===== config.mk =====
export PLATFORM = sky130hd
export DESIGN_NAME = spi_command_frame_responder
export DESIGN_NICKNAME = d
export VERILOG_FILES = /design/src/spicf_pkg.sv /design/src/spicf_ram.sv /design/src/spi_command_frame_responder.sv
export SDC_FILE = /design/constraint.sdc
export NUM_CORES = 1
export LEC_CHECK = 0
export BUFFER_PORTS_ARGS = -buffer_cell sky130_fd_sc_hd__buf_2
export CAP_MARGIN = 10
export CORE_UTILIZATION = 45
export CTS_BUF_LIST = sky130_fd_sc_hd__clkbuf_4 sky130_fd_sc_hd__clkbuf_8
export DETAILED_ROUTE_END_ITERATION = 8
export PLACE_DENSITY_LB_ADDON = 0.08
export SLEW_MARGIN = 20
export SYNTH_ARGS = -nofsm -noshare
export SYNTH_HDL_FRONTEND = slang
export SYNTH_HIERARCHICAL = 1
export SYNTH_SLANG_ARGS = --single-unit

===== constraint.sdc =====
create_clock -name clk -period 4.4 [get_ports clk]
set_input_delay 0.66 -clock clk [delete_from_list [all_inputs] [get_ports clk]]
set_output_delay 0.66 -clock clk [all_outputs]
set_load 0.03 [all_outputs]

===== src/spicf_pkg.sv =====
// Shared types, constants and CRC helpers for the SPI command frame responder.
// No dependencies; imported by spi_command_frame_responder.
package spicf_pkg;

  // Default sizes
  localparam int SENSOR_BYTES_DEF = 16;
  localparam int FRAME_LENGTH_DEF = 5;

  // Configuration port
  localparam int CFG_W     = 16;
  localparam int CFG_IDX_W = 2;

  localparam logic [CFG_IDX_W-1:0] CFG_POLY    = 2'd0;
  localparam logic [CFG_IDX_W-1:0] CFG_INIT    = 2'd1;
  localparam logic [CFG_IDX_W-1:0] CFG_REFLECT = 2'd2;

  localparam logic [15:0] CRC_POLY_RST = 16'h1021;
  localparam logic [15:0] CRC_INIT_RST = 16'h0000;

  // Input function codes
  localparam logic [1:0] FUNC_RX     = 2'd0;
  localparam logic [1:0] FUNC_SENSOR = 2'd1;
  localparam logic [1:0] FUNC_STATUS = 2'd2;
  localparam logic [1:0] FUNC_MSTATE = 2'd3;

  // Protocol bytes
  localparam logic [7:0] START_BYTE = 8'hAA;
  localparam logic [7:0] PASS_BYTE  = 8'hAA;
  localparam logic [7:0] FAIL_BYTE  = 8'hF0;

  // Sequencer states
  typedef enum logic [3:0] {
    ST_IDLE,
    ST_FLUSH,
    ST_CRC,
    ST_ANSWER,
    ST_BURST_RD,
    ST_BURST_LD,
    ST_BURST_EMIT,
    ST_BURST_CRC,
    ST_CRC_LO,
    ST_CRC_HI
  } resp_state_t;

  // One bit of a CRC-16 update, message bit fed most significant first
  function automatic logic [15:0] crc_bit_step(input logic [15:0] crc,
                                               input logic [15:0] poly,
                                               input logic        din);
    logic fb;
    fb = crc[15] ^ din;
    return {crc[14:0], 1'b0} ^ (fb ? poly : 16'h0000);
  endfunction

  // Reverse the bit order of a 16-bit word
  function automatic logic [15:0] rev16(input logic [15:0] v);
    logic [15:0] r;
    for (int i = 0; i < 16; i++) begin
      r[i] = v[15-i];
    end
    return r;
  endfunction

endpackage


===== src/spicf_ram.sv =====
// Generic single-write, single-read RAM with registered read data.
// No dependencies; used for the sensor buffer.
module spicf_ram #(
  parameter int WIDTH = 8,
  parameter int DEPTH = 16,
  parameter int AW    = (DEPTH > 1) ? $clog2(DEPTH) : 1
) (
  input  logic             clk,
  input  logic             we,
  input  logic [AW-1:0]    waddr,
  input  logic [WIDTH-1:0] wdata,
  input  logic             re,
  input  logic [AW-1:0]    raddr,
  output logic [WIDTH-1:0] rdata
);

  logic [WIDTH-1:0] mem [DEPTH];
  logic [WIDTH-1:0] rdata_r;

  // Write port
  always_ff @(posedge clk) begin
    if (we) begin
      mem[waddr] <= wdata;
    end
  end

  // Registered read port
  always_ff @(posedge clk) begin
    if (re) begin
      rdata_r <= mem[raddr];
    end
  end

  assign rdata = rdata_r;

endmodule


===== src/spi_command_frame_responder.sv =====
// SPI command frame responder: frames received bytes, checks CRC-16, answers bursts.
// Depends on spicf_pkg and spicf_ram.
//
// Usage:
//   in_*  : one transaction per received SPI byte (in_func = receive) or per
//           write of a sensor, status or machine-state byte.
//   out_* : transmit-queue transactions; out_flush_tx discards queued bytes,
//           out_last marks the final result of an input transaction.
//   cfg_* : CRC polynomial, initial value and reflect flag; write only while idle.
// Sequencing (one bit of CRC per cycle through a single shared CRC step unit):
//   - writes and non-final frame bytes: handled in idle, next transaction the cycle after.
//   - start byte (0xAA): one flush result, issued from the flush state.
//   - final frame byte: CRC over the first FRAME_LENGTH-2 bytes, then the answer.
//   - burst trigger: for each of the SENSOR_BYTES+2 burst bytes, sensor RAM read,
//     load and output states, then the CRC unit over its bits; then two CRC bytes.
// in_ready is high only while the sequencer is idle. A stalled receiver holds
// the output register and the sequencer waits in the state that emits the result.
// Reset clears the configuration to its defaults, the frame and transfer state,
// the status bytes and the sensor valid bits (unwritten sensors read as zero).
module spi_command_frame_responder #(
  parameter int SENSOR_BYTES = spicf_pkg::SENSOR_BYTES_DEF,
  parameter int FRAME_LENGTH = spicf_pkg::FRAME_LENGTH_DEF
) (
  input  logic                           clk,
  input  logic                           rst_n,
  input  logic                           in_valid,
  output logic                           in_ready,
  input  logic [1:0]                     in_func,
  input  logic [7:0]                     in_data_byte,
  input  logic [3:0]                     in_sensor_index,
  output logic                           out_valid,
  input  logic                           out_ready,
  output logic [7:0]                     out_tx_byte,
  output logic                           out_flush_tx,
  output logic                           out_last,
  output logic                           out_transfer_active,
  input  logic                           cfg_we,
  input  logic [spicf_pkg::CFG_IDX_W-1:0] cfg_index,
  input  logic [spicf_pkg::CFG_W-1:0]    cfg_wdata
);

  import spicf_pkg::*;

  localparam int SAW = (SENSOR_BYTES > 1) ? $clog2(SENSOR_BYTES) : 1;
  localparam int BIW = $clog2(SENSOR_BYTES + 2);
  localparam int FIW = $clog2(FRAME_LENGTH);

  localparam logic [BIW-1:0] IDX_STATUS = BIW'(SENSOR_BYTES);
  localparam logic [BIW-1:0] IDX_MSTATE = BIW'(SENSOR_BYTES + 1);
  localparam logic [FIW-1:0] FRAME_CRC_LAST = FIW'(FRAME_LENGTH - 3);
  localparam logic [FIW-1:0] REM_OPEN       = FIW'(FRAME_LENGTH - 1);
  localparam logic [FIW-1:0] FRAME_LEN_F    = FIW'(FRAME_LENGTH);

  // Configuration
  logic [15:0] poly_r, init_r;
  logic        reflect_r;

  // Sequencer and frame state
  resp_state_t      state_r, state_nxt;
  logic [FIW-1:0]   remaining_r, remaining_nxt;
  logic             cmd_ok_r, cmd_ok_nxt;
  logic             flag_r, flag_nxt;
  logic [7:0]       status_r, status_nxt;
  logic [7:0]       mstate_r, mstate_nxt;
  logic [FIW-1:0]   fidx_r, fidx_nxt;
  logic [BIW-1:0]   bidx_r, bidx_nxt;
  logic [2:0]       bit_r, bit_nxt;
  logic [15:0]      crc_r, crc_nxt;
  logic [7:0]       cur_byte_r, cur_byte_nxt;
  logic             vld_q_r, vld_q_nxt;

  // Frame byte store
  logic [7:0]       frame_r [FRAME_LENGTH];
  logic             frame_we;
  logic [FIW-1:0]   frame_widx;

  // Sensor buffer
  logic [SENSOR_BYTES-1:0] sens_vld_r;
  logic                    ram_we, ram_re;
  logic [SAW-1:0]          ram_waddr, ram_raddr;
  logic [7:0]              ram_rdata;
  logic                    sens_rd;

  // Output register
  logic       out_valid_r, out_valid_nxt;
  logic [7:0] out_tx_r, out_tx_nxt;
  logic       out_flush_r, out_flush_nxt;
  logic       out_last_r, out_last_nxt;
  logic       out_act_r, out_act_nxt;

  // Shared CRC unit
  logic        in_fire, slot_free;
  logic [7:0]  crc_src;
  logic        crc_din;
  logic [15:0] crc_step, crc_fin;
  logic [15:0] frame_got;
  logic        sidx_ok;

  assign in_ready  = (state_r == ST_IDLE);
  assign in_fire   = in_valid && in_ready;
  assign slot_free = !out_valid_r || out_ready;

  assign crc_src  = (state_r == ST_CRC) ? frame_r[fidx_r] : cur_byte_r;
  assign crc_din  = reflect_r ? crc_src[bit_r] : crc_src[~bit_r];
  assign crc_step = crc_bit_step(crc_r, poly_r, crc_din);
  assign crc_fin  = reflect_r ? rev16(crc_r) : crc_r;
  assign frame_got = {frame_r[FRAME_LENGTH-1], frame_r[FRAME_LENGTH-2]};

  assign sidx_ok   = (32'(in_sensor_index) < 32'(SENSOR_BYTES));
  assign ram_waddr = SAW'(in_sensor_index);
  assign ram_raddr = bidx_r[SAW-1:0];
  assign sens_rd   = (bidx_r < IDX_STATUS);

  spicf_ram #(
    .WIDTH (8),
    .DEPTH (SENSOR_BYTES),
    .AW    (SAW)
  ) u_sensor_ram (
    .clk   (clk),
    .we    (ram_we),
    .waddr (ram_waddr),
    .wdata (in_data_byte),
    .re    (ram_re),
    .raddr (ram_raddr),
    .rdata (ram_rdata)
  );

  // Configuration registers
  always_ff @(posedge clk) begin
    if (!rst_n) begin
      poly_r    <= CRC_POLY_RST;
      init_r    <= CRC_INIT_RST;
      reflect_r <= 1'b0;
    end else if (cfg_we) begin
      unique case (cfg_index)
        CFG_POLY:    poly_r    <= cfg_wdata;
        CFG_INIT:    init_r    <= cfg_wdata;
        CFG_REFLECT: reflect_r <= cfg_wdata[0];
        default:     ;
      endcase
    end
  end

  // Sequencer: next state, datapath control and result generation
  always_comb begin
    state_nxt     = state_r;
    remaining_nxt = remaining_r;
    cmd_ok_nxt    = cmd_ok_r;
    flag_nxt      = flag_r;
    status_nxt    = status_r;
    mstate_nxt    = mstate_r;
    fidx_nxt      = fidx_r;
    bidx_nxt      = bidx_r;
    bit_nxt       = bit_r;
    crc_nxt       = crc_r;
    cur_byte_nxt  = cur_byte_r;
    vld_q_nxt     = vld_q_r;
    frame_we      = 1'b0;
    frame_widx    = '0;
    ram_we        = 1'b0;
    ram_re        = 1'b0;
    out_valid_nxt = out_valid_r && !out_ready;
    out_tx_nxt    = out_tx_r;
    out_flush_nxt = out_flush_r;
    out_last_nxt  = out_last_r;
    out_act_nxt   = out_act_r;

    unique case (state_r)
      ST_IDLE: begin
        if (in_fire) begin
          unique case (in_func)
            FUNC_SENSOR: ram_we     = sidx_ok;
            FUNC_STATUS: status_nxt = in_data_byte;
            FUNC_MSTATE: mstate_nxt = in_data_byte;
            default: begin
              // Received SPI byte
              priority if (in_data_byte == START_BYTE) begin
                frame_we      = 1'b1;
                frame_widx    = '0;
                remaining_nxt = REM_OPEN;
                cmd_ok_nxt    = 1'b0;
                flag_nxt      = 1'b1;
                state_nxt     = ST_FLUSH;
              end else if (remaining_r != '0) begin
                frame_we      = 1'b1;
                frame_widx    = FRAME_LEN_F - remaining_r;
                remaining_nxt = remaining_r - 1'b1;
                if (remaining_r == FIW'(1)) begin
                  fidx_nxt  = '0;
                  bit_nxt   = '0;
                  crc_nxt   = init_r;
                  state_nxt = ST_CRC;
                end
              end else if (cmd_ok_r) begin
                cmd_ok_nxt = 1'b0;
                bidx_nxt   = '0;
                crc_nxt    = init_r;
                state_nxt  = ST_BURST_RD;
              end else begin
                state_nxt = ST_IDLE;
              end
            end
          endcase
        end
      end

      ST_FLUSH: begin
        if (slot_free) begin
          out_valid_nxt = 1'b1;
          out_tx_nxt    = 8'h00;
          out_flush_nxt = 1'b1;
          out_last_nxt  = 1'b1;
          out_act_nxt   = 1'b1;
          state_nxt     = ST_IDLE;
        end
      end

      ST_CRC: begin
        // Check the frame, one bit per cycle
        crc_nxt = crc_step;
        bit_nxt = bit_r + 1'b1;
        if (bit_r == 3'd7) begin
          if (fidx_r == FRAME_CRC_LAST) begin
            state_nxt = ST_ANSWER;
          end else begin
            fidx_nxt = fidx_r + 1'b1;
          end
        end
      end

      ST_ANSWER: begin
        if (slot_free) begin
          out_valid_nxt = 1'b1;
          out_tx_nxt    = (crc_fin == frame_got) ? PASS_BYTE : FAIL_BYTE;
          out_flush_nxt = 1'b0;
          out_last_nxt  = 1'b1;
          out_act_nxt   = flag_r;
          cmd_ok_nxt    = (crc_fin == frame_got);
          state_nxt     = ST_IDLE;
        end
      end

      ST_BURST_RD: begin
        ram_re    = sens_rd;
        vld_q_nxt = sens_rd ? sens_vld_r[ram_raddr] : 1'b0;
        state_nxt = ST_BURST_LD;
      end

      ST_BURST_LD: begin
        priority if (bidx_r == IDX_STATUS) begin
          cur_byte_nxt = status_r;
        end else if (bidx_r == IDX_MSTATE) begin
          cur_byte_nxt = mstate_r;
        end else begin
          cur_byte_nxt = vld_q_r ? ram_rdata : 8'h00;
        end
        state_nxt = ST_BURST_EMIT;
      end

      ST_BURST_EMIT: begin
        if (slot_free) begin
          out_valid_nxt = 1'b1;
          out_tx_nxt    = cur_byte_r;
          out_flush_nxt = 1'b0;
          out_last_nxt  = 1'b0;
          out_act_nxt   = flag_r;
          bit_nxt       = '0;
          state_nxt     = ST_BURST_CRC;
        end
      end

      ST_BURST_CRC: begin
        crc_nxt = crc_step;
        bit_nxt = bit_r + 1'b1;
        if (bit_r == 3'd7) begin
          if (bidx_r == IDX_MSTATE) begin
            state_nxt = ST_CRC_LO;
          end else begin
            bidx_nxt  = bidx_r + 1'b1;
            state_nxt = ST_BURST_RD;
          end
        end
      end

      ST_CRC_LO: begin
        if (slot_free) begin
          out_valid_nxt = 1'b1;
          out_tx_nxt    = crc_fin[7:0];
          out_flush_nxt = 1'b0;
          out_last_nxt  = 1'b0;
          out_act_nxt   = flag_r;
          state_nxt     = ST_CRC_HI;
        end
      end

      ST_CRC_HI: begin
        // Close the transfer with the checksum high byte
        if (slot_free) begin
          out_valid_nxt = 1'b1;
          out_tx_nxt    = crc_fin[15:8];
          out_flush_nxt = 1'b0;
          out_last_nxt  = 1'b1;
          out_act_nxt   = 1'b0;
          flag_nxt      = 1'b0;
          state_nxt     = ST_IDLE;
        end
      end

      default: state_nxt = ST_IDLE;
    endcase
  end

  // Control registers
  always_ff @(posedge clk) begin
    if (!rst_n) begin
      state_r     <= ST_IDLE;
      remaining_r <= '0;
      cmd_ok_r    <= 1'b0;
      flag_r      <= 1'b0;
      status_r    <= 8'h00;
      mstate_r    <= 8'h00;
      out_valid_r <= 1'b0;
    end else begin
      state_r     <= state_nxt;
      remaining_r <= remaining_nxt;
      cmd_ok_r    <= cmd_ok_nxt;
      flag_r      <= flag_nxt;
      status_r    <= status_nxt;
      mstate_r    <= mstate_nxt;
      out_valid_r <= out_valid_nxt;
    end
  end

  // Datapath registers
  always_ff @(posedge clk) begin
    fidx_r      <= fidx_nxt;
    bidx_r      <= bidx_nxt;
    bit_r       <= bit_nxt;
    crc_r       <= crc_nxt;
    cur_byte_r  <= cur_byte_nxt;
    vld_q_r     <= vld_q_nxt;
    out_tx_r    <= out_tx_nxt;
    out_flush_r <= out_flush_nxt;
    out_last_r  <= out_last_nxt;
    out_act_r   <= out_act_nxt;
  end

  // Capture frame bytes
  always_ff @(posedge clk) begin
    if (frame_we) begin
      frame_r[frame_widx] <= in_data_byte;
    end
  end

  // Mark sensor entries as written
  always_ff @(posedge clk) begin
    if (!rst_n) begin
      sens_vld_r <= '0;
    end else if (ram_we) begin
      sens_vld_r[ram_waddr] <= 1'b1;
    end
  end

  assign out_valid           = out_valid_r;
  assign out_tx_byte         = out_tx_r;
  assign out_flush_tx        = out_flush_r;
  assign out_last            = out_last_r;
  assign out_transfer_active = out_act_r;

  // A flush transaction is always a lone, active, empty result
  a_flush_form: assert property (@(posedge clk) disable iff (!rst_n)
    out_valid_r && out_flush_r |-> out_last_r && out_act_r && (out_tx_r == 8'h00))
    else $error("flush result malformed");

  // Burst bytes before the final one carry a raised transfer flag
  a_burst_active: assert property (@(posedge clk) disable iff (!rst_n)
    out_valid_r && !out_last_r |-> out_act_r)
    else $error("burst result without transfer flag");

  // An open frame implies the transfer flag is set
  a_frame_flag: assert property (@(posedge clk) disable iff (!rst_n)
    (remaining_r != '0) |-> flag_r)
    else $error("frame open with transfer flag clear");

  // A pending match only exists with no open frame and an active transfer
  a_match_pending: assert property (@(posedge clk) disable iff (!rst_n)
    cmd_ok_r |-> (remaining_r == '0) && flag_r)
    else $error("command match pending in wrong state");

  // Buffer writes never start the sequencer
  a_write_idle: assert property (@(posedge clk) disable iff (!rst_n)
    in_fire && (in_func != FUNC_RX) |=> (state_r == ST_IDLE))
    else $error("write transaction left idle");

endmodule

==> results.yml <==
final_layout:
  layout-drive-gt1-share_pct: 16.96
  antennaDiodeCount: 0
  syn_to_final_growth_pct: 12.05
  fin_nets: 1206
power:
  p_comb_share_pct: 2.8
  p_seq_share_pct: 54.0
  p_per_area_mw_per_mm2: 375.6
  p_clk_share_pct: 43.2
  netSwitchingFraction_pct: 21.19
  p_int_uw: 4483
  leakage_uw: 0.005357
  ir_drop_uv: 224.4
  power_switching_uw: 1206
worst_setup_path:
  cp_data_required_time_ns: 4.58
  rrSetupSlack_ns: 1.04
  end_kind: "register"
  crit_path_max_fanout: 16
  crit_path_start: "state_r[2]"
  crit_path_frequent_cell: "nor2_1"
  cp_data_arrival_time_ns: 3.55
  r2r-end: "u_sensor_ram/mem[2][4]"
  max_stage_delay_ns: 0.60
  crit_slowest_cell: "nor2_1"
  reg2reg_from: "state_r[2]"
  rr_worst_depth: 6
  crit_path_cell_trace: "nor2_1, nand2_1, clkinv_1, and4b_1, or3b_2, nor2_1"
  critPathCapture: "u_sensor_ram/mem[2][4]"
  crit_type: "reg2reg"
  startpoint_type: "register"
clocking:
  cts.repair.resized: 0
  insertion_delay_ns: 0.57
  cts_buffer_depth: 3
  cts_tree: "yes"
  cts_buffers: 51
  h-tree-depth: 2
  post_cts_buffers: 0
  cts.sinks: 301
  cts_hold_buf: 0
  cts_root_buf: "clkbuf_8"
  clk_pin_slew_ns: 0.06
floorplan:
  dieArea_mm2: 0.03074
  start_util_pct: 45.73
  coreArea_mm2: 0.02956
  die_y_um: 175.3
  dieWidth_um: 175.3
  num_rows: 63
  ios: 50
timing:
  setup_slack_ns: 1.035
  rsz0062_at_grt: "false"
  tightest_slew_ns: 1.119
  layout_worst_path_cycle_share_pct: 76.47
  fin_skew_ns: 0.02789
  fin_setup_tns_ns: 0
  fmax_ghz: 0.2972
  finalHoldViolCount: 0
  min_period_ns: 3.365
  slew_headroom_pct: 24.85
  maxSlewViolCount: 0
  setup_viol: 0
detailed_routing:
  wl_per_cell_um: 20.54
  firstDrtPassIters: 5
  vias: 8898
  route.met2.wl_um: 16380
  ant_nets: 0
  drt-met1-wl_um: 13980
  viasPerCell: 5.607
  drtIter0Drc: 633
  wl_met3_um: 1366
  routed_wl_um: 32600
  dr.max_layer_used: "met4"
  drc_errors: 0
place:
  gp_congestion: 0.8621
  post-place-ws_ns: 0.9873
  hpwl_um: 22140
  numPortBuffers: 49
yosys:
  synth.distinct_cells: 67
  synthArstFlopShare_pct: 0
  syn_avg_cell_area_um2: 12.33
  synth_ff_type: "edfxtp_1"
  ys_seq_elements: 301
  synth_nets: 1143
  yosysWarnings: 6
  synthCells: 1096
  synth_area_mm2: 0.01352
  seq_area_frac_synth_pct: 61.09
  synth_edf_count: 223
grt:
  antenna_found_initial: 0
  grt_first_pass_wirelength_um: 50890
  grt_pass1_vias: 8837
  globalRoute.totalOverflow: 0
  grt_max_degree: 40
  grt_usage_pct: 21.77
min_path:
  hold_class: "in2reg"
flow_run:
  max_cap_viol_count: 0
status:
  outcome: "complete, no violations"
==> power groups by stage <==
stage | sequential [uW] | combinational [uW] | clock [uW]
finish | 3070 | 160 | 2460
detailed placement | 3130 | 163 | 0
global placement | 3130 | 161 | 0
CTS | 3070 | 163 | 2520
global route | 3070 | 178 | 2650
floorplan | 3130 | 75.9 | 0
==> cell type report <==
type	instances	area (um2)
timing repair buffer	75	447.9
clock buffer	76	908.4
multi-input combinational	704	4852
clock inverter	15	95.09
inverter	26	97.59
sequential	301	8258
tap	390	488.0
fill	2618	14410
==> critical path, delay by kind of cell, from the launching register on <==
family / cells / cell delay (ns)
AND/OR/NAND/NOR: 5 / 2.30
buffers and inverters: 1 / 0.18
flip-flops: 1 / 0.48
==> cells in the mapped netlist (14+ instances only) <==
library cell  number  area (um2)
nand3_1           22       110.1
or3_1             17       106.4
edfxtp_1         223        6696
mux4_2            27       608.1
dfxtp_1           78        1562
a21oi_1           59       295.3
inv_1             24       90.09
mux4_1            14       367.9
nor2_1           134       503.0
nand2b_1          15       93.84
mux2i_1           43       430.4
nor3_1            30       150.1
o21ai_0           40       200.2
a22oi_1           20       150.1
a31oi_1           24       150.1
clkbuf_1          44       165.2
nand2_1          109       409.1
==> per-layer routing <==
layer  GRT usage (%)  vias to the layer above
met5               0                        -
met4           7.029                        0
met3           3.571                       61
met2           37.88                      201
met1           27.70                     4383
li1                -                     4253
==> cell families (layout without fill, tap and decap cells) <==
logic type	Yosys count	count (layout)	share of synthesized area, %
adder cells (fa/ha/maj)	10	10	0.9256
AND/OR/NAND/NOR	408	408	14.88
buffers and inverters	91	192	3.073
AO/OA/AOI/OAI	185	185	8.339
multiplexers	91	91	10.99
flip-flops	301	301	61.09
XOR/XNOR	10	10	0.7035
==> state kept, by name, summed over array words and instances, names as in the netlist, 3 cells and up, named ones only <==
register and flops:
u_sensor_ram/mem 128, out_tx_byte 8, remaining_r 3, u_sensor_ram/rdata 8, frame_r 40, bit_r 3, fidx_r 3, cur_byte_r 8
init_r 16, sens_vld_r 16, mstate_r 8, status_r 8, crc_r 16, bidx_r 5, poly_r 16, state_r 4
==> layout by cell type (no fill, tap or decap), drive strengths merged, types with 14 or more instances in the layout <==
cell and count:
buf 75, o21ai 42, nand2 109, or3 17, inv 26, clkinv 14, nor2 134, mux2i 43
a31oi 24, nand3 22, nor3 30, a21oi 59, a22oi 21, clkbuf 76, dfxtp 78, edfxtp 223
mux4 41, nand2b 15
==> worst min path at each step <==
stage	endpoint	startpoint	cells after the start	slack, ns
final	poly_r[5]	cfg_wdata[5]	3	0.33
after global routing	poly_r[8]	cfg_wdata[8]	3	0.32
after CTS	poly_r[5]	cfg_wdata[5]	3	0.32
after detailed placement	sens_vld_r[15]	sens_vld_r[15]	1	0.45
after global placement	poly_r[9]	poly_r[9]	2	0.44
after floorplan	sens_vld_r[12]	sens_vld_r[12]	2	0.43
==> per-stage QoR <==
step           power [uW]  hold slack [ns]  area [um2]  util (%)  cells
6_report             5688           0.3334       15150     51.24   1587
3_5_place_dp         3292           0.4475       14130     47.79   1495
2_1_floorplan        3201           0.4348       13520         -   1096
3_3_place_gp         3289           0.4419       14130     47.79   1495
5_1_grt              5902           0.3169       15150     51.24   1587
4_1_cts              5757           0.3168       15130     51.18   1586
(Power assumes the default switching activity.)
